[src/sv/tcb_pkg.sv]
// ----------------------------------------------------------------------------
// tcb_pkg
// shared types, constants and helpers for the tea block cipher pipeline
// ----------------------------------------------------------------------------
package tcb_pkg;

   localparam int unsigned ROUNDS     = 32;
   localparam int unsigned STAGES     = 2 * ROUNDS;
   localparam int unsigned WORD_W     = 32;
   localparam int unsigned CSR_INDEX_W = 8;
   localparam logic [WORD_W-1:0] DELTA = 32'h9e37_79b9;

   // register map of the csr port
   typedef enum logic [CSR_INDEX_W-1:0] {
      KEY_WORD0_IDX = 8'd0,
      KEY_WORD1_IDX = 8'd1,
      KEY_WORD2_IDX = 8'd2,
      KEY_WORD3_IDX = 8'd3
   } tcb_csr_index_type;

   typedef struct packed {
      logic [WORD_W-1:0] k0;
      logic [WORD_W-1:0] k1;
      logic [WORD_W-1:0] k2;
      logic [WORD_W-1:0] k3;
   } tcb_key_type;

   // one pipeline slot
   typedef struct packed {
      logic              valid;
      logic              decrypt;
      logic [WORD_W-1:0] left;
      logic [WORD_W-1:0] right;
   } tcb_stage_type;

   typedef struct packed {
      logic              valid;
      logic [WORD_W-1:0] left;
      logic [WORD_W-1:0] right;
   } tcb_result_type;

   // delta times a round count, wrapped to the word
   function automatic logic [WORD_W-1:0] round_sum(input int unsigned mult);
      logic [63:0] prod;
      prod = 64'(DELTA) * 64'(mult);
      return prod[WORD_W-1:0];
   endfunction

endpackage

[src/sv/tcb_key_regs.sv]
// ----------------------------------------------------------------------------
// tcb_key_regs
// four 32-bit key registers behind a plain write port
// ----------------------------------------------------------------------------
module tcb_key_regs (
   input  logic                             clock,
   input  logic                             reset,
   input  logic                             csr_wr_en,
   input  logic [tcb_pkg::CSR_INDEX_W-1:0]  csr_index,
   input  logic [tcb_pkg::WORD_W-1:0]       csr_wdata,
   output tcb_pkg::tcb_key_type             keys
);

   tcb_pkg::tcb_key_type key_ff;
   tcb_pkg::tcb_key_type key_in;

   always_comb begin
      key_in = key_ff;
      if (csr_wr_en) begin
         unique case (csr_index)
            tcb_pkg::KEY_WORD0_IDX: key_in.k0 = csr_wdata;
            tcb_pkg::KEY_WORD1_IDX: key_in.k1 = csr_wdata;
            tcb_pkg::KEY_WORD2_IDX: key_in.k2 = csr_wdata;
            tcb_pkg::KEY_WORD3_IDX: key_in.k3 = csr_wdata;
            default: ; // writes outside the map are dropped
         endcase
      end
   end

   always_ff @(posedge clock) begin
      if (reset) begin
         key_ff <= '0;
      end else begin
         key_ff <= key_in;
      end
   end

   assign keys = key_ff;

endmodule

[config.mk]
export PLATFORM = sky130hd
export DESIGN_NAME = tcb_key_regs
export DESIGN_NICKNAME = d
export VERILOG_FILES = /design/src/sv/tcb_pkg.sv /design/src/sv/tcb_key_regs.sv
export SDC_FILE = /design/constraint.sdc
export NUM_CORES = 1
export LEC_CHECK = 0
export ABC_AREA = 1
export BUFFER_PORTS_ARGS = -buffer_cell sky130_fd_sc_hd__buf_2
export CAP_MARGIN = 20
export CORE_MARGIN = 2
export CORE_UTILIZATION = 23
export CTS_CLUSTER_DIAMETER = 30
export DETAILED_ROUTE_END_ITERATION = 16
export MAX_ROUTING_LAYER = met4
export SLEW_MARGIN = 5
export SYNTH_ARGS = -nofsm -noshare
export SYNTH_HDL_FRONTEND = slang
export SYNTH_SLANG_ARGS = --single-unit
[constraint.sdc]
create_clock -name clock -period 1.4 [get_ports clock]
set_input_delay 0.28 -clock clock [delete_from_list [all_inputs] [get_ports clock]]
set_output_delay 0.28 -clock clock [all_outputs]
set_load 0.01 [all_outputs]
==> Yosys cells after proc, flatten, opt, wreduce, memory -nomap -nowiden <==
Index checks and enable logic that the tools add are counted.
{ "totals": {"n_memories": 0, "out_inout_bits": 128, "mem_bits_ro": 0, "latch_bits": 0, "in_bits": 43, "mem_bits_rw": 0, "ff_bits": 128} }
{ "op_classes": {"n_lt_le_gt_ge": 0, "multipliers": 0, "shifts": 0, "n_eq_ne": 3, "n_bitwise": 0, "add_sub_neg": 0, "mux": 0, "n_reduce_logical": 5, "div_mod_pow": 0} }
{ "op_table": {"columns": ["cell", "n"], "rows": [
  ["equality test 8 x 2 -> 1 bit (second input constant)", 2],
  ["equality test 8 x 1 -> 1 bit (second input constant)", 1],
  ["logical NOT 8 bit", 1],
  ["AND reduction 2 bit", 4]
]} }

==> Depth between registers and ports, before layout <==
{ "depth": {"depth_word": 2, "mapped_depth": 8} }

==> Worst setup path after synthesis <==
OpenSTA, ideal clock, no wires.
{ "synth_timing": {"path_kind": "input to register", "startpoint": "in csr_index[3] (netlist name)", "endpoint": "reg key_ff, in the netlist keys[10]", "setup_slack_ps": 223, "path_buffers": 2, "t_arrival_ps": 1062, "required_time_ps": 1285, "path_stages": 8, "path_cell_list": "nor2_1 nand2_1 nor2_2 buf_4 buf_2 nand3_1 nand2_1 nor2_1"} }
{ "synth_via": {"elab_chain_cells": 2} }
{ "synth_rtl": {"columns": ["element", "line_no", "source"], "rows": [
  ["start, declared", "tcb_key_regs.sv:9", "input logic [tcb_pkg::CSR_INDEX_W-1:0] csr_index,"],
  ["equality test 8 x 2 -> 1 bit", "tcb_key_regs.sv:20", "unique case (csr_index)"],
  ["AND reduction 2 bit (no line)", null, null],
  ["end signal, assigned", "tcb_key_regs.sv:34", "key_ff <= key_in;"],
  ["end, declared", "tcb_key_regs.sv:14", "tcb_pkg::tcb_key_type key_ff;"]
]} }
No other way between the ends.
A chain may end at the register's enable or synchronous reset.

==> Worst setup path in the final report <==
{ "layout_timing": {"startpoint": "reg key_ff, in the netlist keys[98]", "endpoint": "out keys[98] (netlist name)"} }
{ "layout_rtl": {"columns": ["element", "line_no", "source"], "rows": [
  ["end, declared", "tcb_key_regs.sv:11", "output tcb_pkg::tcb_key_type keys"]
]} }
No word-level cell between the ends.

==> results by group <==
Run status
  • Outcome: finished, final reports clean

Critical path
  • Critical Path Max Stage Delay: 350 ps
  • Flop-to-flop setup slack: 790 ps
  • Crit path kind: flop to output pin
  • Worst r2r dst: keys[36]
  • CP bufs+invs: 1
  • Worst path arrival time: 920 ps
  • Worst R2R Start: keys[36]
  • Worst setup SP type: flop
  • Cells along the critical path: buf_2
  • Crit end category: output pin
  • CP required: 1120 ps
  • Worst path slowest cell: dfxtp_1
  • R2R cell count: 2
  • CP Max Fanout: 2
  • Family with the most delay on the worst path: flip-flops

Timing
  • Worst-Margin Slew: 347 ps
  • Final setup viols: 0
  • Tmin final: 1200 ps
  • Period utilization: 0.854
  • Max-slew headroom at the worst pin: 0.768
  • Final Hold Violating Endpoints: 0
  • Fin. max-slew vios: 0
  • RSZ-0062 raised after global routing: false
  • Post-Route Setup TNS: 0 ps
  • Fin Clk Skew: 0 ps
  • WHS: 240 ps
  • F_max: 0.836 GHz

Min path
  • Min-Delay Endpoint: keys[95]
  • Hold depth: 5
  • Hold WC Path Type: input port to flop
  • Hold path startpoint: csr_wdata[31]

Die
  • Die W: 157 um
  • Die area: 24800 um^2
  • Starting Density: 0.233
  • DIE HEIGHT: 157 um
  • Number of top-level pins: 171
  • Core Rows: 56
  • Core Box Area: 23300 um^2

Clock network
  • # Post-CTS Setup Buffers: 0
  • Clk root buf: clkbuf_16
  • # clock sinks: 128
  • Clk_lat worst skew: 400 ps
  • CTS resizes: 0
  • Worst-path clk slew: 60 ps
  • TritonCTS clock tree: done
  • Number of H-tree levels: 4
  • Max Buffers Root-to-Sink: 2
  • TritonCTS buffer count: 17
  • Hold Buf Count CTS: 0

GRT
  • Overflow after GRT: 0
  • Total track usage: 0.133
  • First-pass GRT wire length: 25300 um
  • Initial antenna violation count: 0
  • Pin count of the biggest net entering global routing: 67
  • Vias in the first global route: 4649

Pwr
  • Pwr Density: 1170 nW/um^2
  • Sw Pwr: 1.96 mW
  • Total leakage power: 3.41 nW
  • Clk network pwr share: 0.504
  • Gate power share: 0.062
  • Maximum VDD drop: 596 uV
  • Cell internal pwr: 6.46 mW
  • Flop pwr share: 0.434
  • Sw Share: 0.233

Finish
  • Area taken by multi-input logic gates: 2300 um^2
  • Leading cell type in the layout, fill and taps excluded: buf_2
  • Commonest cells after routing, fill and taps aside: buf_2, nand2_1, nor2_1
  • Utilization after layout: 0.311
  • Max reg flops: 128
  • Final #Nets: 953
  • Number of fill cells: 2554
  • # diodes: 0
  • Syn-to-layout area delta: 33.4%
  • Layout cell share with drive strength beyond 1: 0.259
  • Final non-filler cell area: 7220 um^2
  • FF+latch area: 2560 um^2

Placement
  • IO Port Bufs: 170
  • Total placed instance area: 6670 um^2
  • Post-DP HPWL: 11100 um
  • GPL Wtd Cong: 0.771

Synthesis
  • Ys Warns: 0
  • Syn nets: 799
  • Mapped Cells: 756
  • Post-synthesis sequential area ratio: 0.473
  • #FFs+latches synth: 128
  • Cell area after synthesis: 5420 um^2
  • Library cells used by synthesis: 12
  • Avg Cell Area, Syn: 7.16 um^2

Detailed routing
  • DR vias/cell: 4.32
  • Via count: 5350
  • DR WL/cell: 13.1 um
  • Final WL: 16200 um
  • Residual DRC: 0
  • ANT nets after route: 0
  • Drt pass-1 iters: 5
  • Iter 0 DRT Violations: 440

Job
  • Number of max-cap violations: 0
layer usage:
metal  vias to the layer above  GRT usage  part of all wire  routed length (um)
met5                         -          -                 0                   0
met4                         0     0.0463             0.013                 215
met3                        10     0.0336             0.052                 850
met2                       146      0.201              0.46                7380
met1                      2439      0.174              0.48                7760
li1                       2755          -                 -                   -
cell usage after synthesis:
cell      count  area [um^2]
nand3_1     128          641
buf_1        10         37.5
nor2_1      132          495
dfxtp_1     128         2560
buf_4        18          135
buf_2        29          145
a21oi_1     128          641
nand2_1     132          495
inv_1        36          135
buf_6         9          101
nor2_2        2         12.5
clkbuf_1      4         15.0
cells by family (layout without fill, tap and decap cells):
logic type,Yosys count,count (layout),share of synthesized area
and+or+nand+nor,394,394,0.304
DFF,128,128,0.473
AOI/OAI and AO/OA,128,128,0.118
buffers and inverters,106,270,0.105
through the flow:
step           setup slack [ps]  power [mW]  std cells
3_5_place_dp              -76.4        4.26       1210
2_1_floorplan               223        4.05        756
6_report                    204        8.42       1239
5_1_grt                     144        8.77       1239
3_3_place_gp              -49.9        4.26       1210
4_1_cts                     169        8.53       1239
worst min-delay path, cell delays in order:
cell,delay [ps]
buf_2,70
inv_1,60
nand3_1,80
nand2_1,50
nor2_1,70
worst max-delay path by stage:
| stage | startpoint | endpoint | slack, ps | depth (start not counted) |
|---|---|---|---|---|
| floorplan | csr_index[3] | keys[10] | 220 | 8 |
| global placement | csr_index[7] | keys[24] | -50 | 8 |
| detailed placement | csr_index[5] | keys[24] | -80 | 8 |
| CTS | keys[105] | keys[105] | 170 | 1 |
| global route | keys[100] | keys[100] | 140 | 1 |
| finish | keys[98] | keys[98] | 200 | 1 |
area by class of cell:
type	count	area share
sequential	128	0.355
inverter	36	0.0194
clock inverter	6	0.00797
tap	319	0.0553
clock buffer	23	0.0689
timing repair buffer	205	0.175
multi-input combinational	522	0.319
power groups by stage:
stage,logic (mW),clock network (mW),registers [mW]
after global placement,0.524,0,3.74
after floorplan,0.314,0,3.74
after detailed placement,0.525,0,3.74
after global routing,0.585,4.53,3.66
after CTS,0.527,4.35,3.66
final,0.521,4.25,3.66
Note: power is estimated with default switching activity, not from simulation.
