==> src/sv/tcb_pkg.sv <==
// ----------------------------------------------------------------------------
// tcb_pkg
// shared types, constants and helpers for the tea block cipher pipeline
// ----------------------------------------------------------------------------
package tcb_pkg;

   localparam int unsigned ROUNDS     = 32;
   localparam int unsigned STAGES     = 2 * ROUNDS;
   localparam int unsigned WORD_W     = 32;
   localparam int unsigned CSR_INDEX_W = 8;
   localparam logic [WORD_W-1:0] DELTA = 32'h9e37_79b9;

   // register map of the csr port
   typedef enum logic [CSR_INDEX_W-1:0] {
      KEY_WORD0_IDX = 8'd0,
      KEY_WORD1_IDX = 8'd1,
      KEY_WORD2_IDX = 8'd2,
      KEY_WORD3_IDX = 8'd3
   } tcb_csr_index_type;

   typedef struct packed {
      logic [WORD_W-1:0] k0;
      logic [WORD_W-1:0] k1;
      logic [WORD_W-1:0] k2;
      logic [WORD_W-1:0] k3;
   } tcb_key_type;

   // one pipeline slot
   typedef struct packed {
      logic              valid;
      logic              decrypt;
      logic [WORD_W-1:0] left;
      logic [WORD_W-1:0] right;
   } tcb_stage_type;

   typedef struct packed {
      logic              valid;
      logic [WORD_W-1:0] left;
      logic [WORD_W-1:0] right;
   } tcb_result_type;

   // delta times a round count, wrapped to the word
   function automatic logic [WORD_W-1:0] round_sum(input int unsigned mult);
      logic [63:0] prod;
      prod = 64'(DELTA) * 64'(mult);
      return prod[WORD_W-1:0];
   endfunction

endpackage

==> src/sv/tcb_out_skid.sv <==
// ----------------------------------------------------------------------------
// tcb_out_skid
// output register plus one skid entry; holds the pipeline when full
// ----------------------------------------------------------------------------
module tcb_out_skid (
   input  logic                     clock,
   input  logic                     reset,
   input  tcb_pkg::tcb_stage_type   last_stage,
   input  logic                     rsp_ready,
   output logic                     advance,
   output logic                     skid_full,
   output tcb_pkg::tcb_result_type  result
);

   logic                        out_valid_ff, out_valid_in;
   logic                        skid_valid_ff, skid_valid_in;
   logic [tcb_pkg::WORD_W-1:0]  out_left_ff, out_left_in;
   logic [tcb_pkg::WORD_W-1:0]  out_right_ff, out_right_in;
   logic [tcb_pkg::WORD_W-1:0]  skid_left_ff, skid_left_in;
   logic [tcb_pkg::WORD_W-1:0]  skid_right_ff, skid_right_in;
   logic                        take;
   logic                        incoming;

   assign advance  = !skid_valid_ff;
   assign take     = out_valid_ff && rsp_ready;
   assign incoming = advance && last_stage.valid;

   always_comb begin
      out_valid_in  = out_valid_ff;
      out_left_in   = out_left_ff;
      out_right_in  = out_right_ff;
      skid_valid_in = skid_valid_ff;
      skid_left_in  = skid_left_ff;
      skid_right_in = skid_right_ff;
      if (skid_valid_ff) begin
         if (take) begin
            out_left_in   = skid_left_ff;
            out_right_in  = skid_right_ff;
            skid_valid_in = 1'b0;
         end
      end else if (incoming) begin
         if (!out_valid_ff || take) begin
            out_valid_in = 1'b1;
            out_left_in  = last_stage.left;
            out_right_in = last_stage.right;
         end else begin
            skid_valid_in = 1'b1;
            skid_left_in  = last_stage.left;
            skid_right_in = last_stage.right;
         end
      end else if (take) begin
         out_valid_in = 1'b0;
      end
   end

   always_ff @(posedge clock) begin
      if (reset) begin
         out_valid_ff  <= 1'b0;
         skid_valid_ff <= 1'b0;
      end else begin
         out_valid_ff  <= out_valid_in;
         skid_valid_ff <= skid_valid_in;
      end
   end

   always_ff @(posedge clock) begin
      out_left_ff   <= out_left_in;
      out_right_ff  <= out_right_in;
      skid_left_ff  <= skid_left_in;
      skid_right_ff <= skid_right_in;
   end

   assign skid_full    = skid_valid_ff;
   assign result.valid = out_valid_ff;
   assign result.left  = out_left_ff;
   assign result.right = out_right_ff;

endmodule

==> config.mk <==
export PLATFORM = sky130hd
export DESIGN_NAME = tcb_out_skid
export DESIGN_NICKNAME = d
export VERILOG_FILES = /design/src/sv/tcb_pkg.sv /design/src/sv/tcb_out_skid.sv
export SDC_FILE = /design/constraint.sdc
export NUM_CORES = 1
export LEC_CHECK = 0
export BUFFER_PORTS_ARGS = -buffer_cell sky130_fd_sc_hd__buf_2
export CAP_MARGIN = 10
export CORE_ASPECT_RATIO = 0.75
export CORE_MARGIN = 3
export CORE_UTILIZATION = 55
export CTS_CLUSTER_DIAMETER = 30
export DETAILED_ROUTE_END_ITERATION = 8
export PLACE_DENSITY = 0.84
export SLEW_MARGIN = 20
export SYNTH_ARGS = -nofsm -noshare
export SYNTH_HDL_FRONTEND = slang
export SYNTH_SLANG_ARGS = --single-unit
==> constraint.sdc <==
create_clock -name clock -period 10.7 [get_ports clock]
set_clock_uncertainty 0.05 [all_clocks]
set_input_delay 0.535 -clock clock [delete_from_list [all_inputs] [get_ports clock]]
set_output_delay 0.535 -clock clock [all_outputs]
set_load 0.05 [all_outputs]
### Word level (Yosys, flattened, before mapping)

Index checks and enable logic that the tools add are counted.

| word-level totals | value |
|---|---|
| input port bits | 69 |
| bits in registers | 130 |

| operators by class | value |
|---|---|
| bitwise operators | 2 |
| reductions and logical operators | 11 |
| multiplexer cells | 15 |
| equal/unequal tests | 2 |

Operators by type and width:

| operator | count |
|---|---|
| 32-bit two-way mux | 8 |
| 3-bit AND reduction | 3 |
| 1-bit two-way mux | 7 |
| 2-bit nonzero test | 3 |
| 2-bit by 1-bit != test with 1-bit output, second input constant | 2 |
| 1-bit logical AND | 2 |
| 1-bit logical NOT | 2 |
| 1-bit inverter | 2 |
| 1-bit logical OR | 1 |

### Logic depth before layout (Yosys ltp)

Gate-level depths: netlist of the first run.

| depth | value |
|---|---|
| depth after elaboration | 5 |
| gate-level depth with buffers | 5 |
| gate-level depth less buffers | 2 |

### Worst setup path before layout of the first run

Ideal clock, no wire load.

| timing | value |
|---|---|
| path kind | register to register |
| from | reg skid_valid_ff (netlist: skid_full) |
| to | reg out_left_ff[0] in the netlist's numbering, enable pin |
| data arrival time | 4.288 ns |
| library setup time | 0.507 ns |
| period minus slack after synthesis | 4.846 ns |
| setup slack | 5.854 ns |
| cell stages (with the launch flop) | 6 |
| required time | 10.143 ns |
| path through | dfxtp_1 buf_6 buf_6 buf_8 mux2i_1 a21oi_1 |

| on the way | value |
|---|---|
| cells in the longest elaborated chain, start to end | 4 |
| elaborated cells between the ends (all ways) | 6 |
| those cells by class | 1 x eq/ne; 5 x reduce/logical |

RTL lines:

| element | line | source |
|---|---|---|
| start: declaration | tcb_out_skid.sv:16 | `logic skid_valid_ff, skid_valid_in;` |
| start signal: assignment | tcb_out_skid.sv:62 | `skid_valid_ff <= skid_valid_in;` |
| 1-bit logical NOT | tcb_out_skid.sv:24 | `assign advance = !skid_valid_ff;` |
| 1-bit logical AND | tcb_out_skid.sv:26 | `assign incoming = advance && last_stage.valid;` |
| 2-bit nonzero test (no line) | -- |  |
| 3-bit AND reduction (no line) * | -- |  |
| end signal: assignment | tcb_out_skid.sv:67 | `out_left_ff <= out_left_in;` |
| end: declaration | tcb_out_skid.sv:17 | `logic [tcb_pkg::WORD_W-1:0] out_left_ff, out_left_in;` |

Every way passes the cells marked *; elsewhere a longest branch is shown, timed or not.
A chain may end at the register's enable or synchronous reset.

### Worst setup path after layout of the first run

| timing | value |
|---|---|
| from | reg skid_valid_ff (netlist: skid_full) |
| to | reg out_left_ff[20] in the netlist's numbering, enable pin |

Same word-level chain as after synthesis.

==> flow_summary.ini, run 1 <==
[cts]
path_clk_slew_ps = 50
cts_max_level = 4
cts-resized-gates = 0
post_cts_buffers = 0
cts_root_buf = clkbuf_16
worstSkewPairLatency_ps = 400
numCtsBuffers = 17
clock-sinks = 130
cts_hold_buf = 0
cts_tree = built
clockBufferDepth = 2

[cells_and_area]
utilization_pct = 74.60
areaGrowthSynthToFinish_pct = 27.58
layout.cells.non_filler = 479
drive_above_1_share_pct = 61.76
antenna_cells = 0
nNetsFinal = 430
post-route-cell-area_um2 = 6090

[pwr]
pwr-share-comb_pct = 12.5
cellPowerDensity_nw_per_um2 = 209.5
pwr-share-seq_pct = 47.9
intPower_uw = 954.8
pwr-share-clk_pct = 39.6
swShare_pct = 25.16
p_leak_nw = 2.302
peakVddDrop_v = 0.0001691
p_sw_uw = 321.0

[setup_path]
cp_data_arrival_time_ps = 2870
worst_ep_required_time_ps = 10700
startpoint_type = register
path_max_fanout = 70
crit_path_end_kind = register
critical_path_class = register to register

[die]
dieHeight_um = 86.68
die_w_um = 113.6
io_pins = 136
fp.coreArea_um2 = 8163
die_area_um2 = 9844
start_util_pct = 58.48
rows = 28

[timing]
fmax_mhz = 349.3
period_needed_ps = 2863
slew_viol_final = 0
finalHoldViolCount = 0
setup_viol = 0
rsz0062_at_grt = no
whs_ps = 264.3
post-route-period-util_pct = 26.76
setup-tns-final_ps = 0
worst_pin_slew_ps = 959.2
maxSlewHeadroom_pct = 36.06

[synth]
ys_types = 16
syn_inst = 214
synth_top_area_cell = edfxtp_1
yosysMostFrequentCell = edfxtp_1
syn_area_um2 = 4773
yosys-top-cells-area = edfxtp_1, mux2_2, mux2_4
ys.flop_type = edfxtp_1
ys_top_cells_by_count = edfxtp_1, mux2_2, mux2_4, buf_2, inv_1
ys_warn_count = 0
syn_avg_cell_area_um2 = 22.31
synth_edf_count = 128
ys_ff_latch = 130
syn_nets = 283
yosysSeqAreaShare_pct = 81.36
synthArstFlopShare_pct = 0
synth.top_cell.area_share_pct = 80.52

[place]
dp_hpwl_um = 5547
dp_cells = 446
gp_congestion = 0.7126
port_buffers = 134
dpl_cell_area_um2 = 5537

[drt]
avgViaCountPerCell = 5.177
drt-wirelength-per-cell_um = 18.20
drtIter0Drc = 119
num_vias = 2480
routed_wl_um = 8717
drc = 0
ant_nets = 0
dr.pass1.iters = 4

[global_routing]
grt_max_degree = 71
overflow = 0
grt_pass1_wl_um = 13390
grt_usage_pct = 18.61
antenna_found_initial = 0
grt_pass1_vias = 2614

[job]
maxCapViolations = 0

[status]
run_status = completed

[hold_path]
hold_class = input pin to register
## flip-flops by register name, summed over array words and instances (netlist names)
register and flops:
out_left_ff 32, out_right_ff 32, out_valid_ff 1, skid_full 1
skid_left_ff 32, skid_right_ff 32
## layout by cell type, fill, tap and decap left out, types with 2 or more instances in the layout
cell type     n
buf_2       134
edfxtp_1    128
mux2_2       58
clkbuf_16    17
mux2_4        6
clkinv_1      6
clkinv_2      5
inv_1         3
clkinvlp_4    3
buf_4         2
## worst max-delay path, stage by stage (launching register included)
cell and delay [ps]:
dfxtp_4 980, mux2i_1 280, a21oi_4 540, buf_16 230, buf_4 390
## power by group through the flow
stage	combinational, mW	clock [mW]	sequential (mW)
6_report	0.159	0.505	0.611
5_1_grt	0.167	0.541	0.614
2_1_floorplan	0.0427	0	0.694
3_5_place_dp	0.158	0	0.622
3_3_place_gp	0.155	0	0.620
4_1_cts	0.158	0.518	0.612
## cell families after synthesis
kind of cell           after synthesis  share of synthesized area, %
multiplexers                        65                         15.78
AO/OA/AOI/OAI                        4                        0.7079
flip-flops                         130                         81.36
buffers and inverters               12                         1.704
AND/OR/NAND/NOR                      3                        0.4458
## metrics by stage
step	power (mW)	setup slack, ps
after floorplan	0.7366	5854
after global placement	0.7748	7595
after detailed placement	0.7794	7529
after CTS	1.288	7486
after global routing	1.322	7606
final	1.276	7837
## area by class of cell
cell class,instances,area [um2]
clock inverter,15,100.1
multi-input combinational,72,820.8
sequential,130,3887
tap,105,131.4
timing repair buffer,137,713.2
fill,463,2073
inverter,3,11.26
clock buffer,17,425.4
## per-layer routing
layer  vias up  wire (um)  GRT usage [%]  part of all wire [%]
met5         -          0              0                     0
met4         0         93          8.188                   1.1
met3         9        984          9.909                    11
met2       106       4012          27.58                    46
met1      1211       3627          22.90                    42
li1       1154          -              -                     -
## worst paths after layout
kind	from	end	slack, ps	cells after the start
setup / recovery	skid_full$_SDFF_PP0_	out_left_ff[20]$_DFFE_PP_	7840	4
hold / removal	last_stage[13]	skid_right_ff[13]$_DFFE_PP_	260	1
setup reg to reg	skid_full$_SDFF_PP0_	out_left_ff[20]$_DFFE_PP_	7840	4
hold reg to reg	skid_left_ff[3]$_DFFE_PP_	out_left_ff[3]$_DFFE_PP_	500	1
Note: power is estimated with default switching activity, not from simulation.
==> run 2: changes to the inputs <==
--- a/config.mk
+++ b/config.mk
@@ -5,14 +5,15 @@
 export SDC_FILE = /design/constraint.sdc
 export NUM_CORES = 1
 export LEC_CHECK = 0
+export ABC_AREA = 1
 export BUFFER_PORTS_ARGS = -buffer_cell sky130_fd_sc_hd__buf_2
 export CAP_MARGIN = 10
 export CORE_ASPECT_RATIO = 0.75
 export CORE_MARGIN = 3
-export CORE_UTILIZATION = 55
+export CORE_UTILIZATION = 51
 export CTS_CLUSTER_DIAMETER = 30
 export DETAILED_ROUTE_END_ITERATION = 8
-export PLACE_DENSITY = 0.84
+export PLACE_DENSITY = 0.78
 export SLEW_MARGIN = 20
 export SYNTH_ARGS = -nofsm -noshare
 export SYNTH_HDL_FRONTEND = slang
==> constraint.sdc (replaced) <==
create_clock -name clock -period 2.9 [get_ports clock]
set_clock_uncertainty 0.05 [all_clocks]
set_input_delay 0.145 -clock clock [delete_from_list [all_inputs] [get_ports clock]]
set_output_delay 0.145 -clock clock [all_outputs]
set_load 0.05 [all_outputs]
==> flow_summary.ini, run 2 <==
[timing]
fmax_mhz = 469.2
finalHoldViolCount = 0
post-route-period-util_pct = 73.49
finalWorstSetupSlack_ps = 768.8
setup-tns-final_ps = 0
worst_pin_slew_ps = 693.2
rsz0062_at_grt = no
slew_viol_final = 0
setup_viol = 0
maxSlewHeadroom_pct = 53.79
period_needed_ps = 2131

[die]
rows = 30
die_area_um2 = 10650
die_w_um = 118.2
start_util_pct = 52.77
fp.coreArea_um2 = 9121
io_pins = 136
dieHeight_um = 90.14

[global_routing]
grt_pass1_vias = 3490
grt_usage_pct = 20.96
overflow = 0
grt_max_degree = 66
grt_pass1_wl_um = 17170
antenna_found_initial = 0

[cts]
worstSkewPairLatency_ps = 410
cts-resized-gates = 0
numCtsBuffers = 17
cts_tree = built
path_clk_slew_ps = 50
clock-sinks = 130
cts_root_buf = clkbuf_16
clockBufferDepth = 2
cts_hold_buf = 66
cts_max_level = 4
post_cts_buffers = 0

[setup_path]
r2r-end = skid_full$_SDFF_PP0_
startpoint_type = register
crit_path_end_kind = primary output
reg2reg_depth = 4
critPathMaxStageDelay_ps = 550
critical_path_class = register to primary output
path_max_fanout = 65
cp_data_arrival_time_ps = 1940
worst_ep_required_time_ps = 2710
crit_chain = inv_2 > buf_4 > buf_2
reg2reg_from = skid_full$_SDFF_PP0_
rrSetupSlack_ps = 840
slowest_stage = buf_4

[synth]
yosysSeqAreaShare_pct = 80.69
synthArstFlopShare_pct = 0
yosysMostFrequentCell = nand2_1
syn_avg_cell_area_um2 = 13.48
ys.flop_type = edfxtp_1
synth_top_area_cell = edfxtp_1
syn_inst = 357
ys_ff_latch = 130
synth.top_cell.area_share_pct = 79.85
ys_warn_count = 0
yosys-top-cells-area = edfxtp_1, nand2_1, buf_6
ys_top_cells_by_count = nand2_1, edfxtp_1, buf_6, inv_1, buf_2
syn_area_um2 = 4813
syn_nets = 426
synth_edf_count = 128
ys_types = 11

[cells_and_area]
final_cell_mix = nand2_1, buf_2, edfxtp_1, dlygate4sd3_1, clkbuf_16
n_fill_cell = 604
antenna_cells = 0
drive_above_1_share_pct = 29.24
areaGrowthSynthToFinish_pct = 41.46
nNetsFinal = 634
final_common_cell = nand2_1

[drt]
drtIter0Drc = 261
ant_nets = 0
routed_wl_um = 10610
drc = 0
dr.pass1.iters = 7
drt-wirelength-per-cell_um = 15.02
num_vias = 3301
avgViaCountPerCell = 4.676

[place]
port_buffers = 134
dp_hpwl_um = 5976
dp_worst_setup_slack_ps = 1021
gp_congestion = 0.7483

[hold_path]
hold_path_end = out_valid_ff$_SDFFE_PP0P_
hold_start = rsp_ready
hold_class = input pin to register
whs_path_depth = 6

[status]
run_status = completed

[pwr]
cellPowerDensity_nw_per_um2 = 705.4
finalPower_mw = 4.803
peakVddDrop_v = 0.0004927
p_leak_nw = 2.924

[job]
maxCapViolations = 0
==> run 2: changes by cell type after synthesis, sizes merged, moves of 2 or more <==
cell	previous run	this run
mux2	64	0
nor2	0	2
inv	3	7
nand2	0	199
buf	9	16
==> run 2: metrics by stage <==
step | instances | utilization (%) | cell area, um2 | hold WS (ps)
finish | 706 | 74.65 | 6809 | 74.11
CTS | 706 | 74.65 | 6809 | 58.02
global route | 706 | 74.65 | 6809 | 106.9
detailed placement | 608 | 61.37 | 5598 | 287.7
global placement | 608 | 61.37 | 5598 | 286.8
floorplan | 357 | - | 4825 | 164.1
==> run 2: layout make-up <==
class | count | area, um2 | share of cell area [%]
Sequential cell | 130 | 3885 | 57.06
Tap cell | 128 | 160.2 | 2.352
Timing Repair Buffer | 205 | 1406 | 20.65
Multi-Input combinational cell | 204 | 780.7 | 11.47
Inverter | 7 | 26.28 | 0.3859
Clock inverter | 14 | 121.4 | 1.782
Clock buffer | 18 | 429.2 | 6.303
==> run 2: worst max path at each step <==
stage | start | endpoint | slack [ps] | depth (start not counted)
global route | skid_full$_SDFF_PP0_ | advance | 660 | 3
CTS | skid_full$_SDFF_PP0_ | advance | 750 | 3
floorplan | skid_full$_SDFF_PP0_ | skid_left_ff[0]$_DFFE_PP_ | 210 | 5
finish | skid_full$_SDFF_PP0_ | advance | 770 | 3
global placement | skid_full$_SDFF_PP0_ | out_left_ff[21]$_DFFE_PP_ | 1060 | 3
detailed placement | skid_full$_SDFF_PP0_ | out_left_ff[16]$_DFFE_PP_ | 1020 | 3
==> run 2: critical path, delay by kind of cell, from the launching register on <==
| kind | cells | cell delay (ps) |
|---|---|---|
| buf+inv | 3 | 1040 |
| flops | 1 | 460 |
==> run 2: per-layer routing <==
metal	global-route usage, %	vias up	wire length [um]
met2	36.80	141	5501
met3	7.484	13	849
li1	-	1620	-
met5	0	-	0
met1	22.75	1527	4114
met4	9.561	0	141
==> run 2: logic make-up (layout without fill, tap and decap cells) <==
logic type / count (synthesis) / after routing / share of synthesized area, %
DFF: 130 / 130 / 80.69
AOI/OAI and AO/OA: 2 / 2 / 0.2080
buffers and inverters: 23 / 244 / 3.327
and+or+nand+nor: 202 / 202 / 15.78
==> run 2: power breakdown <==
| part | switching (mW) | internal, mW |
|---|---|---|
| Combinational | 0.438 | 0.181 |
| Sequential | 0.0302 | 2.19 |
| Clock | 0.722 | 1.24 |
| Total | 1.19 | 3.61 |
