**config.mk**
```make
export PLATFORM = sky130hd
export DESIGN_NAME = tcb_half_round
export DESIGN_NICKNAME = d
export VERILOG_FILES = /design/src/sv/tcb_pkg.sv /design/src/sv/tcb_half_round.sv
export SDC_FILE = /design/constraint.sdc
export NUM_CORES = 1
export LEC_CHECK = 0
export BUFFER_PORTS_ARGS = -buffer_cell sky130_fd_sc_hd__buf_2
export CAP_MARGIN = 20
export CORE_ASPECT_RATIO = 1.5
export CORE_UTILIZATION = 56
export CTS_BUF_LIST = sky130_fd_sc_hd__clkbuf_4 sky130_fd_sc_hd__clkbuf_8
export CTS_CLUSTER_DIAMETER = 120
export CTS_CLUSTER_SIZE = 24
export DETAILED_ROUTE_END_ITERATION = 6
export PLACE_DENSITY = 0.95
export SLEW_MARGIN = 15
export SYNTH_ARGS = -nofsm -noshare
export SYNTH_HDL_FRONTEND = slang
export SYNTH_SLANG_ARGS = --single-unit
```
**constraint.sdc**
```tcl
create_clock -name clock -period 10.65 [get_ports clock]
set_clock_uncertainty 0.15 [all_clocks]
set_input_delay 1.065 -clock clock [delete_from_list [all_inputs] [get_ports clock]]
set_output_delay 1.065 -clock clock [all_outputs]
set_load 0.1 [all_outputs]
```
**src/sv/tcb_pkg.sv**
```systemverilog
// ----------------------------------------------------------------------------
// tcb_pkg
// shared types, constants and helpers for the tea block cipher pipeline
// ----------------------------------------------------------------------------
package tcb_pkg;

   localparam int unsigned ROUNDS     = 32;
   localparam int unsigned STAGES     = 2 * ROUNDS;
   localparam int unsigned WORD_W     = 32;
   localparam int unsigned CSR_INDEX_W = 8;
   localparam logic [WORD_W-1:0] DELTA = 32'h9e37_79b9;

   // register map of the csr port
   typedef enum logic [CSR_INDEX_W-1:0] {
      KEY_WORD0_IDX = 8'd0,
      KEY_WORD1_IDX = 8'd1,
      KEY_WORD2_IDX = 8'd2,
      KEY_WORD3_IDX = 8'd3
   } tcb_csr_index_type;

   typedef struct packed {
      logic [WORD_W-1:0] k0;
      logic [WORD_W-1:0] k1;
      logic [WORD_W-1:0] k2;
      logic [WORD_W-1:0] k3;
   } tcb_key_type;

   // one pipeline slot
   typedef struct packed {
      logic              valid;
      logic              decrypt;
      logic [WORD_W-1:0] left;
      logic [WORD_W-1:0] right;
   } tcb_stage_type;

   typedef struct packed {
      logic              valid;
      logic [WORD_W-1:0] left;
      logic [WORD_W-1:0] right;
   } tcb_result_type;

   // delta times a round count, wrapped to the word
   function automatic logic [WORD_W-1:0] round_sum(input int unsigned mult);
      logic [63:0] prod;
      prod = 64'(DELTA) * 64'(mult);
      return prod[WORD_W-1:0];
   endfunction

endpackage

```
**src/sv/tcb_half_round.sv**
```systemverilog
// ----------------------------------------------------------------------------
// tcb_half_round
// one registered half round: one word updated from the other
// ----------------------------------------------------------------------------
module tcb_half_round (
   input  logic                        clock,
   input  logic                        reset,
   input  logic                        advance,
   input  logic                        half_sel,   // 0 first half, 1 second half
   input  logic [tcb_pkg::WORD_W-1:0]  enc_sum,
   input  logic [tcb_pkg::WORD_W-1:0]  dec_sum,
   input  tcb_pkg::tcb_key_type        keys,
   input  tcb_pkg::tcb_stage_type      stage_in,
   output tcb_pkg::tcb_stage_type      stage_out
);

   tcb_pkg::tcb_stage_type      stage_ff;
   tcb_pkg::tcb_stage_type      stage_in_q;
   logic                        upd_right;
   logic [tcb_pkg::WORD_W-1:0]  src;
   logic [tcb_pkg::WORD_W-1:0]  dst;
   logic [tcb_pkg::WORD_W-1:0]  ka;
   logic [tcb_pkg::WORD_W-1:0]  kb;
   logic [tcb_pkg::WORD_W-1:0]  sum;
   logic [tcb_pkg::WORD_W-1:0]  mix;
   logic [tcb_pkg::WORD_W-1:0]  dst_new;

   // encrypt: left then right; decrypt: right then left
   assign upd_right = half_sel ^ stage_in.decrypt;
   assign src = upd_right ? stage_in.left  : stage_in.right;
   assign dst = upd_right ? stage_in.right : stage_in.left;
   assign ka  = upd_right ? keys.k2 : keys.k0;
   assign kb  = upd_right ? keys.k3 : keys.k1;
   assign sum = stage_in.decrypt ? dec_sum : enc_sum;

   assign mix = ((src << 4) + ka) ^ (src + sum) ^ ((src >> 5) + kb);
   assign dst_new = stage_in.decrypt ? (dst - mix) : (dst + mix);

   always_comb begin
      stage_in_q = stage_in;
      if (upd_right) begin
         stage_in_q.right = dst_new;
      end else begin
         stage_in_q.left = dst_new;
      end
   end

   // only the valid bit is reset, the data just follows it
   always_ff @(posedge clock) begin
      if (reset) begin
         stage_ff.valid <= 1'b0;
      end else if (advance) begin
         stage_ff.valid <= stage_in.valid;
      end
      if (advance) begin
         stage_ff.decrypt <= stage_in_q.decrypt;
         stage_ff.left    <= stage_in_q.left;
         stage_ff.right   <= stage_in_q.right;
      end
   end

   assign stage_out = stage_ff;

endmodule

```
# == Word level (Yosys, flattened, before mapping) ==
# Index checks and enable logic that the tools add are counted.
# word_totals
regBits,66
input_bits,262
elab_cells,20
# classes
addsub,5
bitwise,3
mux,8
# op_table
op,count
$mux W32,8
$add A32 B32 Y32,3
$xor A32 B32 Y32,2
$add A27 B32 Y32,1
$sub A32 B32 Y32,1
$xor A1 B1 Y1,1

# == Longest topological paths before layout ==
# Gate-level depths: netlist (run 1).
# depth
word_depth,8
mapped_depth,36
ltp_nobuf,30

# == Worst setup path before layout (run 1) ==
# No wires, ideal clock.
# synth_timing
path_type,input -> register
start,input half_sel
end,register stage_ff (netlist bit stage_out[31]) (data pin)
stages,33
path_buffers,6
arrival_ns,7.689
required_time_ns,10.235
path_slack_ns,2.546
cell_sequence,xnor2_2 buf_4 buf_1 clkbuf_1 clkbuf_1 nand2_1 nand2_1 ha_1 clkbuf_1 a21o_1 a221o_1 a21oi_1 o22ai_1 nor3_2 xnor2_1 xnor3_1 or3_4 nor3b_4 nor2_1 xnor2_1 ha_1 clkbuf_1 a21o_1 a21oi_1 o21ai_0 a311oi_1 nor3_1 o31ai_1 a21oi_1 o22a_1 xnor2_1 xnor2_1 o211ai_1
# synth_rtl
item,line_no,text
start: declaration,tcb_half_round.sv:9,"input logic half_sel,"
end: declaration,tcb_half_round.sv:17,tcb_pkg::tcb_stage_type stage_ff;

==> Flow_metrics.wiki, run 1 <==
{| class="wikitable"
! Metric !! Value
|-
| Synthesized net count || between 1500 and 2000
|-
| Cell count after synthesis || between 1500 and 2000
|-
| Count of endpoints failing setup in the final report || 0
|-
| Top Family by Delay on Critical Path || compound AO/OA/AOI/OAI gates
|-
| Total of buffers placed on input and output ports || about 330
|-
| Number of antenna violations at the first check in global routing || 0
|-
| Yosys warning total || 0
|-
| Detail-routed via count per cell || between 6 and 7
|-
| Worst hold margin || 0.370 ns
|-
| Path type of the worst setup path || in -> reg
|-
| GRT Total Usage || a little under two fifths
|-
| Synth top area share || approximately 16%
|-
| Initial core utilization || roughly 57%
|-
| Relative contribution of combinational cells to total power || 84.3%
|-
| Sort of element at the end of the critical path || flop
|-
| Max Transition Viols Final || 0
|-
| Routability congestion estimate from global placement || ~1.0
|-
| Final WS setup || 2.06 ns
|-
| Data required time at the worst endpoint || 10.68 ns
|-
| Area enclosed by the die boundary || 22200 µm²
|-
| Clock-pin transition on the worst setup and hold timing paths || about 0.080 ns
|-
| Violations in the final reports || design-rule violations
|-
| Max frequency || roughly 120 MHz
|-
| Number of clock buffers inserted by TritonCTS || 9
|-
| Hold Violations, Final || 0
|-
| Final cycle utilization of the critical path || slightly above 80%
|-
| Post-synthesis sequential area ratio || 16.3%
|-
| Standard cell area after detailed placement || roughly 14000 µm²
|-
| Number of buffers inserted by hold repair at cts || 0
|-
| Number of antenna-violating nets in the routed design || 0
|-
| Static Leak || around 7.0 nW
|-
| Cell types with the largest area share after synthesis || edfxtp_1, nand2_1, ha_1
|-
| Number of synthesized register bits || 66
|-
| Total Negative Setup Slacks || 0 ns
|-
| Largest fanout on the critical path || 48
|-
| Via count of the first global-routing pass || 12800
|-
| Synth Area per Inst || 7.59 µm²
|-
| Via count || ~13000
|-
| Worst path max stage delay || around 0.5 ns
|-
| Min-Delay Startpoint || stage_out[65]
|-
| CTS sink cnt || 66
|-
| Initial DRC count || approximately 1000
|-
| Largest register FFs || 66
|-
| Post-synthesis cell type count || between 80 and 90
|-
| Source-to-sink clock delay at the later pin of the worst-skew pair || around 0.36 ns
|-
| Sequential cell fraction of total power || around 11%
|-
| Met1 layer usage reported by global route || 33.7%
|-
| Area overhead of the layout relative to synthesis || 16.5%
|-
| Number of nets in the final layout || 2259
|-
| Number of violations of the max-capacitance limit || 0
|-
| CTS H-Tree Depth || 3
|-
| Status || finished with violations
|-
| Busiest metal layer after global routing || met2
|-
| Residual overflow from global routing || 0
|-
| Final routed wire length divided by cell count || between 15 and 20 µm
|-
| Number of inserted filler cells in the final layout || between 1500 and 2000
|-
| Setup repair after global routing missed its margin || false
|-
| Post-placement cell count || roughly 2100
|-
| Setup slack at placement || 1.86 ns
|-
| Commonest cells post-synth || nand2_1, xnor2_1, ha_1
|-
| Cell type with the highest aggregate area in the netlist || edfxtp_1
|-
| Fraction of final layout cells sized beyond drive strength 1 || between 20% and 30%
|-
| WL final || roughly 42000 µm
|-
| Overall die width || approximately 120 µm
|-
| Non-filler cells in the finished layout || 2150
|-
| TritonCTS clock tree || yes
|-
| Residual DRC count || 1
|-
| Switching component of the power || a little under 3 mW
|-
| Final critical path time including I/O delays and setup || 8.59 ns
|-
| Post-synth ARST share || 0%
|-
| Highest-delay cell along the critical path || fa_1
|-
| Portion of total power attributed to the clock network || about 4.8%
|-
| Signal arrival time at the worst endpoint || 8.62 ns
|-
| Hold Crit Class || reg -> reg
|-
| Most instantiated flip-flop cell in the synthesis netlist || edfxtp_1
|-
| Launch point of the critical path || half_sel
|-
| Launching point of the worst reg2reg path || stage_out[65]
|-
| Core Footprint || ~21000 µm²
|-
| Synth Cell Area || between 10000 and 15000 µm²
|-
| Top-count cell post-synth || nand2_1
|-
| Internal Pwr Total || 1.98 mW
|-
| Clock Root Buffer || clkbuf_8
|-
| Post-CTS Repair Setup Buffers || 0
|-
| Net switching share of the total power || between 50% and 60%
|-
| CTS Buffer Depth || 2
|-
| Post-CTS Resized || 0
|-
| Met3 routing resource usage after global routing || under 10%
|-
| Worst slew slack as a fraction of its limit || approximately two fifths
|-
| Worst-case vdd ir drop || 0.000373 V
|-
| Global-route wire length before repair || between 60000 and 70000 µm
|-
| Number of synthesized flops with an enable pin || 65
|-
| Die height || between 150 and 200 µm
|-
| Transition time of the tightest slew-check pin || approximately 0.88 ns
|-
| Number of buffers and inverters on the critical path || 2
|-
| Antenna cell count || 0
|-
| M2 GR Usage || 66.5%
|-
| First-pass iteration count of the detailed router || 7
|-
| Number of placement rows || 65
|-
| Critical Path Source Type || input port
|-
| Power density over cell area || approximately 350 nW/µm²
|-
| Number of primary I/O pins || between 300 and 400
|-
| Largest net degree at the start of global routing || 67
|-
| Final Cell Area || about 14000 µm²
|-
| Placed wire-length estimate after detailed placement || roughly 35000 µm
|}
## power groups by stage
stage                     clock [mW]  combinational (mW)  sequential (mW)
after floorplan                    0                2.31             1.46
after global placement             0                3.98            0.539
after detailed placement           0                4.05            0.540
after CTS                      0.238                4.09            0.536
after global routing           0.250                4.41            0.546
final                          0.239                4.16            0.536
## area by class of cell
class / count / area (µm²) / share of cell area, %
multi-input cells: 1426 / 9740 / 69.0
flip-flops and latches: 66 / 1970 / 14.0
repair buffers: 336 / 1700 / 12.1
well taps: 268 / 335 / 2.38
inverters: 38 / 143 / 1.01
clock buffers: 9 / 124 / 0.878
clock inverters: 7 / 93.8 / 0.665
## stage by stage
| step | total power, mW | util (%) |
|---|---|---|
| 3_3_place_gp | 4.52 | 65.7 |
| 6_report | 4.93 | 66.7 |
| 4_1_cts | 4.86 | 66.7 |
| 3_5_place_dp | 4.59 | 65.7 |
| 5_1_grt | 5.21 | 66.7 |
| 2_1_floorplan | 3.77 | - |
## final timing paths
| path | depth (start not counted) | slack (ns) | end |
|---|---|---|---|
| max | 30 | 2.06 | stage_out[63] |
| min reg2reg | 2 | 0.37 | stage_out[65] |
| max reg2reg | 2 | 9.90 | stage_out[65] |
| min | 2 | 0.37 | stage_out[65] |
## layout by cell type (no fill, tap or decap), types with 10 or more instances in the layout
master,count
a21oi_1,101
edfxtp_1,65
nand3_1,30
and2_1,12
nor2_1,63
mux2i_1,26
mux2_2,31
nand2b_1,13
nor3_1,13
o21a_1,10
nor2b_1,13
a211oi_1,14
xnor2_1,140
xnor3_1,13
inv_1,37
o21bai_1,14
o21ai_0,114
ha_1,118
nand2_1,410
buf_2,327
a21o_1,67
nand4_1,18
or2_2,12
xor2_1,50
a31oi_1,21
## tightest hold or removal path, delay by kind of cell (launching register included)
kind	cells	cell delay (ns)
multiplexers	1	0.07
flip-flops	1	0.34
AND/OR/NAND/NOR	1	0.08
## routing by layer
layer,part of all wire [%],wire [µm]
met2,50,21300
met5,0,0
met4,11,4770
met1,33,13700
met3,5.6,2370
## cells by family after synthesis
| family | after synthesis | share of synthesized area, % |
|---|---|---|
| buf+inv | 103 | 3.40 |
| compound gates | 411 | 21.9 |
| flops | 66 | 16.3 |
| xor+xnor | 209 | 17.2 |
| simple gates | 621 | 22.6 |
| mux | 61 | 5.70 |
| fa+ha+maj | 124 | 12.9 |
Power figures use the tool's default switching activity.
==> run 2: changes to the inputs <==
clock period = 8.05 ns   (was 10.65 ns; I/O delays follow)
==> Flow_metrics.wiki, run 2 (synthesis results as in run 1) <==
{| class="wikitable"
! Metric !! Value
|-
| Final critical path time including I/O delays and setup || between 7 and 8 ns
|-
| Critical Path Source Type || input port (unchanged)
|-
| Transition time of the tightest slew-check pin || 0.856 ns (was 0.880 ns)
|-
| Number of nets in the final layout || 2274 (was 2259)
|-
| Max Transition Viols Final || 0 (unchanged)
|-
| Number of primary I/O pins || 328 (unchanged)
|-
| Residual overflow from global routing || 0 (unchanged)
|-
| Number of antenna violations at the first check in global routing || 1 (was 0)
|-
| Area enclosed by the die boundary || 22200 µm² (unchanged)
|-
| Net switching share of the total power || 59.3% (was 59.9%)
|-
| Initial core utilization || 57.3% (unchanged)
|-
| Final routed wire length divided by cell count || 19.5 µm (was 19.6 µm)
|-
| Area overhead of the layout relative to synthesis || 18.2% (was 16.5%)
|-
| Core Footprint || 21100 µm² (unchanged)
|-
| Setup slack at placement || 0.150 ns (was 1.86 ns)
|-
| Hold-critical path endpoint || stage_out[65] (unchanged)
|-
| Final cycle utilization of the critical path || 95.7%
|-
| Largest fanout on the critical path || 55 (was 48)
|-
| Hold Crit Depth || 2 (unchanged)
|-
| Die height || 182 µm (unchanged)
|-
| Storage element area || 1970 µm² (unchanged)
|-
| GRT Total Usage || 37.3% (was 37.0%)
|-
| Worst R2R End || stage_out[65] (unchanged)
|-
| Clock-pin transition on the worst setup and hold timing paths || 0.08 ns (about the same)
|-
| Sequential cell fraction of total power || 10.7% (was 10.9%)
|-
| Count of endpoints failing setup in the final report || 0 (unchanged)
|-
| WL final || 42200 µm (was 42100 µm)
|-
| Launching point of the worst reg2reg path || stage_out[65] (unchanged)
|-
| TritonCTS clock tree || yes (unchanged)
|-
| Worst path max stage delay || 0.43 ns (was 0.50 ns)
|-
| Number of inserted filler cells in the final layout || 1676 (was 1802)
|-
| R2R cell count || 2 (unchanged)
|-
| Number of violations of the max-capacitance limit || 0 (unchanged)
|-
| Min-Delay Startpoint || stage_out[65] (unchanged)
|-
| Internal Pwr Total || 2.69 mW (was 1.98 mW)
|-
| Hold Crit Class || reg -> reg (unchanged)
|-
| CTS Buffer Depth || 2 (unchanged)
|-
| Area of the multi-input gates || 9750 µm² (was 9740 µm²)
|-
| Signal arrival time at the worst endpoint || 7.64 ns (was 8.62 ns)
|-
| Dominant cell type by count on the critical path || xnor2_1
|-
| Relative contribution of combinational cells to total power || 84.0% (was 84.3%)
|-
| Routability congestion estimate from global placement || 1.09 (was 1.03)
|-
| Number of buffers inserted by hold repair at cts || 0 (unchanged)
|-
| Largest net degree at the start of global routing || 67 (unchanged)
|-
| Number of placement rows || 65 (unchanged)
|-
| Antenna cell count || 0 (unchanged)
|-
| Largest register FFs || 66 (unchanged)
|-
| Hold Violations, Final || 0 (unchanged)
|-
| Overall die width || 122 µm (unchanged)
|-
| Reg2Reg Setup Slack || 7.30 ns (was 9.90 ns)
|-
| Static Leak || 7.13 nW (was 7.02 nW)
|-
| Via count || 13600 (was 13200)
|-
| Switching component of the power || 3.91 mW (was 2.95 mW)
|-
| Global-route wire length before repair || 64400 µm (was 63200 µm)
|-
| Initial DRC count || 1318 (was 1043)
|-
| Number of clock buffers inserted by TritonCTS || 9 (unchanged)
|-
| Worst-case vdd ir drop || 0.000361 V (was 0.000373 V)
|-
| Fraction of final layout cells sized beyond drive strength 1 || 23.2% (was 22.5%)
|-
| Sort of element at the end of the critical path || flop (unchanged)
|-
| Residual DRC count || 0 (was 1)
|-
| Data required time at the worst endpoint || 7.99 ns (was 10.68 ns)
|-
| Final WS setup || 0.347 ns (was 2.06 ns)
|-
| Highest-delay cell along the critical path || or3_4 (was fa_1)
|-
| CTS H-Tree Depth || 3 (unchanged)
|-
| First-pass iteration count of the detailed router || 7 (unchanged)
|-
| Status || complete, no violations (was finished with violations)
|-
| Portion of total power attributed to the clock network || 5.3% (was 4.8%)
|-
| Number of antenna-violating nets in the routed design || 0 (unchanged)
|-
| Source-to-sink clock delay at the later pin of the worst-skew pair || 0.34 ns (was 0.36 ns)
|-
| Worst hold margin || 0.362 ns (was 0.370 ns)
|-
| Placed wire-length estimate after detailed placement || 34300 µm (was 35000 µm)
|-
| Power density over cell area || 461 nW/µm² (was 349 nW/µm²)
|-
| Via count of the first global-routing pass || 13200 (was 12800)
|-
| CTS sink cnt || 66 (unchanged)
|-
| Clock Root Buffer || clkbuf_8 (unchanged)
|-
| Worst slew slack as a fraction of its limit || 42.9% (was 41.4%)
|-
| Detail-routed via count per cell || 6.27 (was 6.13)
|-
| Commonest cells after routing, fill and taps aside || nand2_1, buf_2, xnor2_1, ha_1, o21ai_0 (unchanged)
|-
| Path type of the worst setup path || in -> reg (unchanged)
|-
| Total of buffers placed on input and output ports || 327 (unchanged)
|-
| Most common library cell in the layout ignoring fill and taps || nand2_1 (unchanged)
|-
| Max frequency || roughly 130 MHz
|}
-- run 2: area by class of cell --
class | count | share of cell area [%]
inverters | 38 | 0.997
flip-flops and latches | 66 | 13.8
multi-input cells | 1426 | 68.1
clock inverters | 6 | 0.804
well taps | 268 | 2.34
clock buffers | 10 | 0.918
repair buffers | 351 | 13.0
-- run 2: worst max path at each step --
| stage | startpoint | to | slack (ns) | cells after the start |
|---|---|---|---|---|
| floorplan | half_sel | stage_out[31] | 0.21 | 33 |
| global placement | stage_in[64] | stage_out[63] | 0.37 | 27 |
| detailed placement | stage_in[64] | stage_out[63] | 0.15 | 29 |
| CTS | stage_in[64] | stage_out[63] | 0.50 | 29 |
| global route | stage_in[64] | stage_out[63] | -0.07 | 29 |
| finish | stage_in[64] | stage_out[63] | 0.35 | 29 |
-- run 2: through the flow --
| stage | utilization, % | cells | power, mW | setup TNS (ns) | cell area (µm²) |
|---|---|---|---|---|---|
| floorplan | - | 1595 | 4.98 | 0 | 12100 |
| global placement | 66.4 | 2148 | 5.94 | 0 | 14000 |
| detailed placement | 66.4 | 2148 | 6.09 | 0 | 14000 |
| CTS | 67.5 | 2164 | 6.48 | 0 | 14300 |
| global route | 67.7 | 2165 | 6.94 | -0.119 | 14300 |
| finish | 67.7 | 2165 | 6.60 | 0 | 14300 |
-- run 2: power groups by stage --
stage | clock network [mW] | registers (mW) | logic, mW
floorplan | 0 | 1.93 | 3.05
global placement | 0 | 0.713 | 5.22
detailed placement | 0 | 0.714 | 5.37
CTS | 0.351 | 0.708 | 5.42
global route | 0.365 | 0.719 | 5.86
finish | 0.350 | 0.707 | 5.54
-- run 2: worst max-delay path: cells and delay by family --
family / cells / cell delay [ns]
adders and majority gates: 2 / 0.77
buffers and inverters: 2 / 0.56
AOI/OAI and AO/OA: 11 / 2.38
xor gates and xnor gates: 6 / 1.31
and+or+nand+nor: 8 / 1.80
-- run 2: what timing repair did --
action                                  in CTS  in global routing
setup buffers                                0                  1
resized for setup                            0                  4
endpoints found under the setup margin       0                  4
-- run 2: metal layers --
metal  global-route usage, %  vias to the layer above  wire length, µm
met2                    65.7                      880            20700
met5                       0                        -                0
met3                    8.19                      314             3280
li1                        -                     6254                -
met1                    34.8                     6137            13400
met4                    35.6                        0             4790
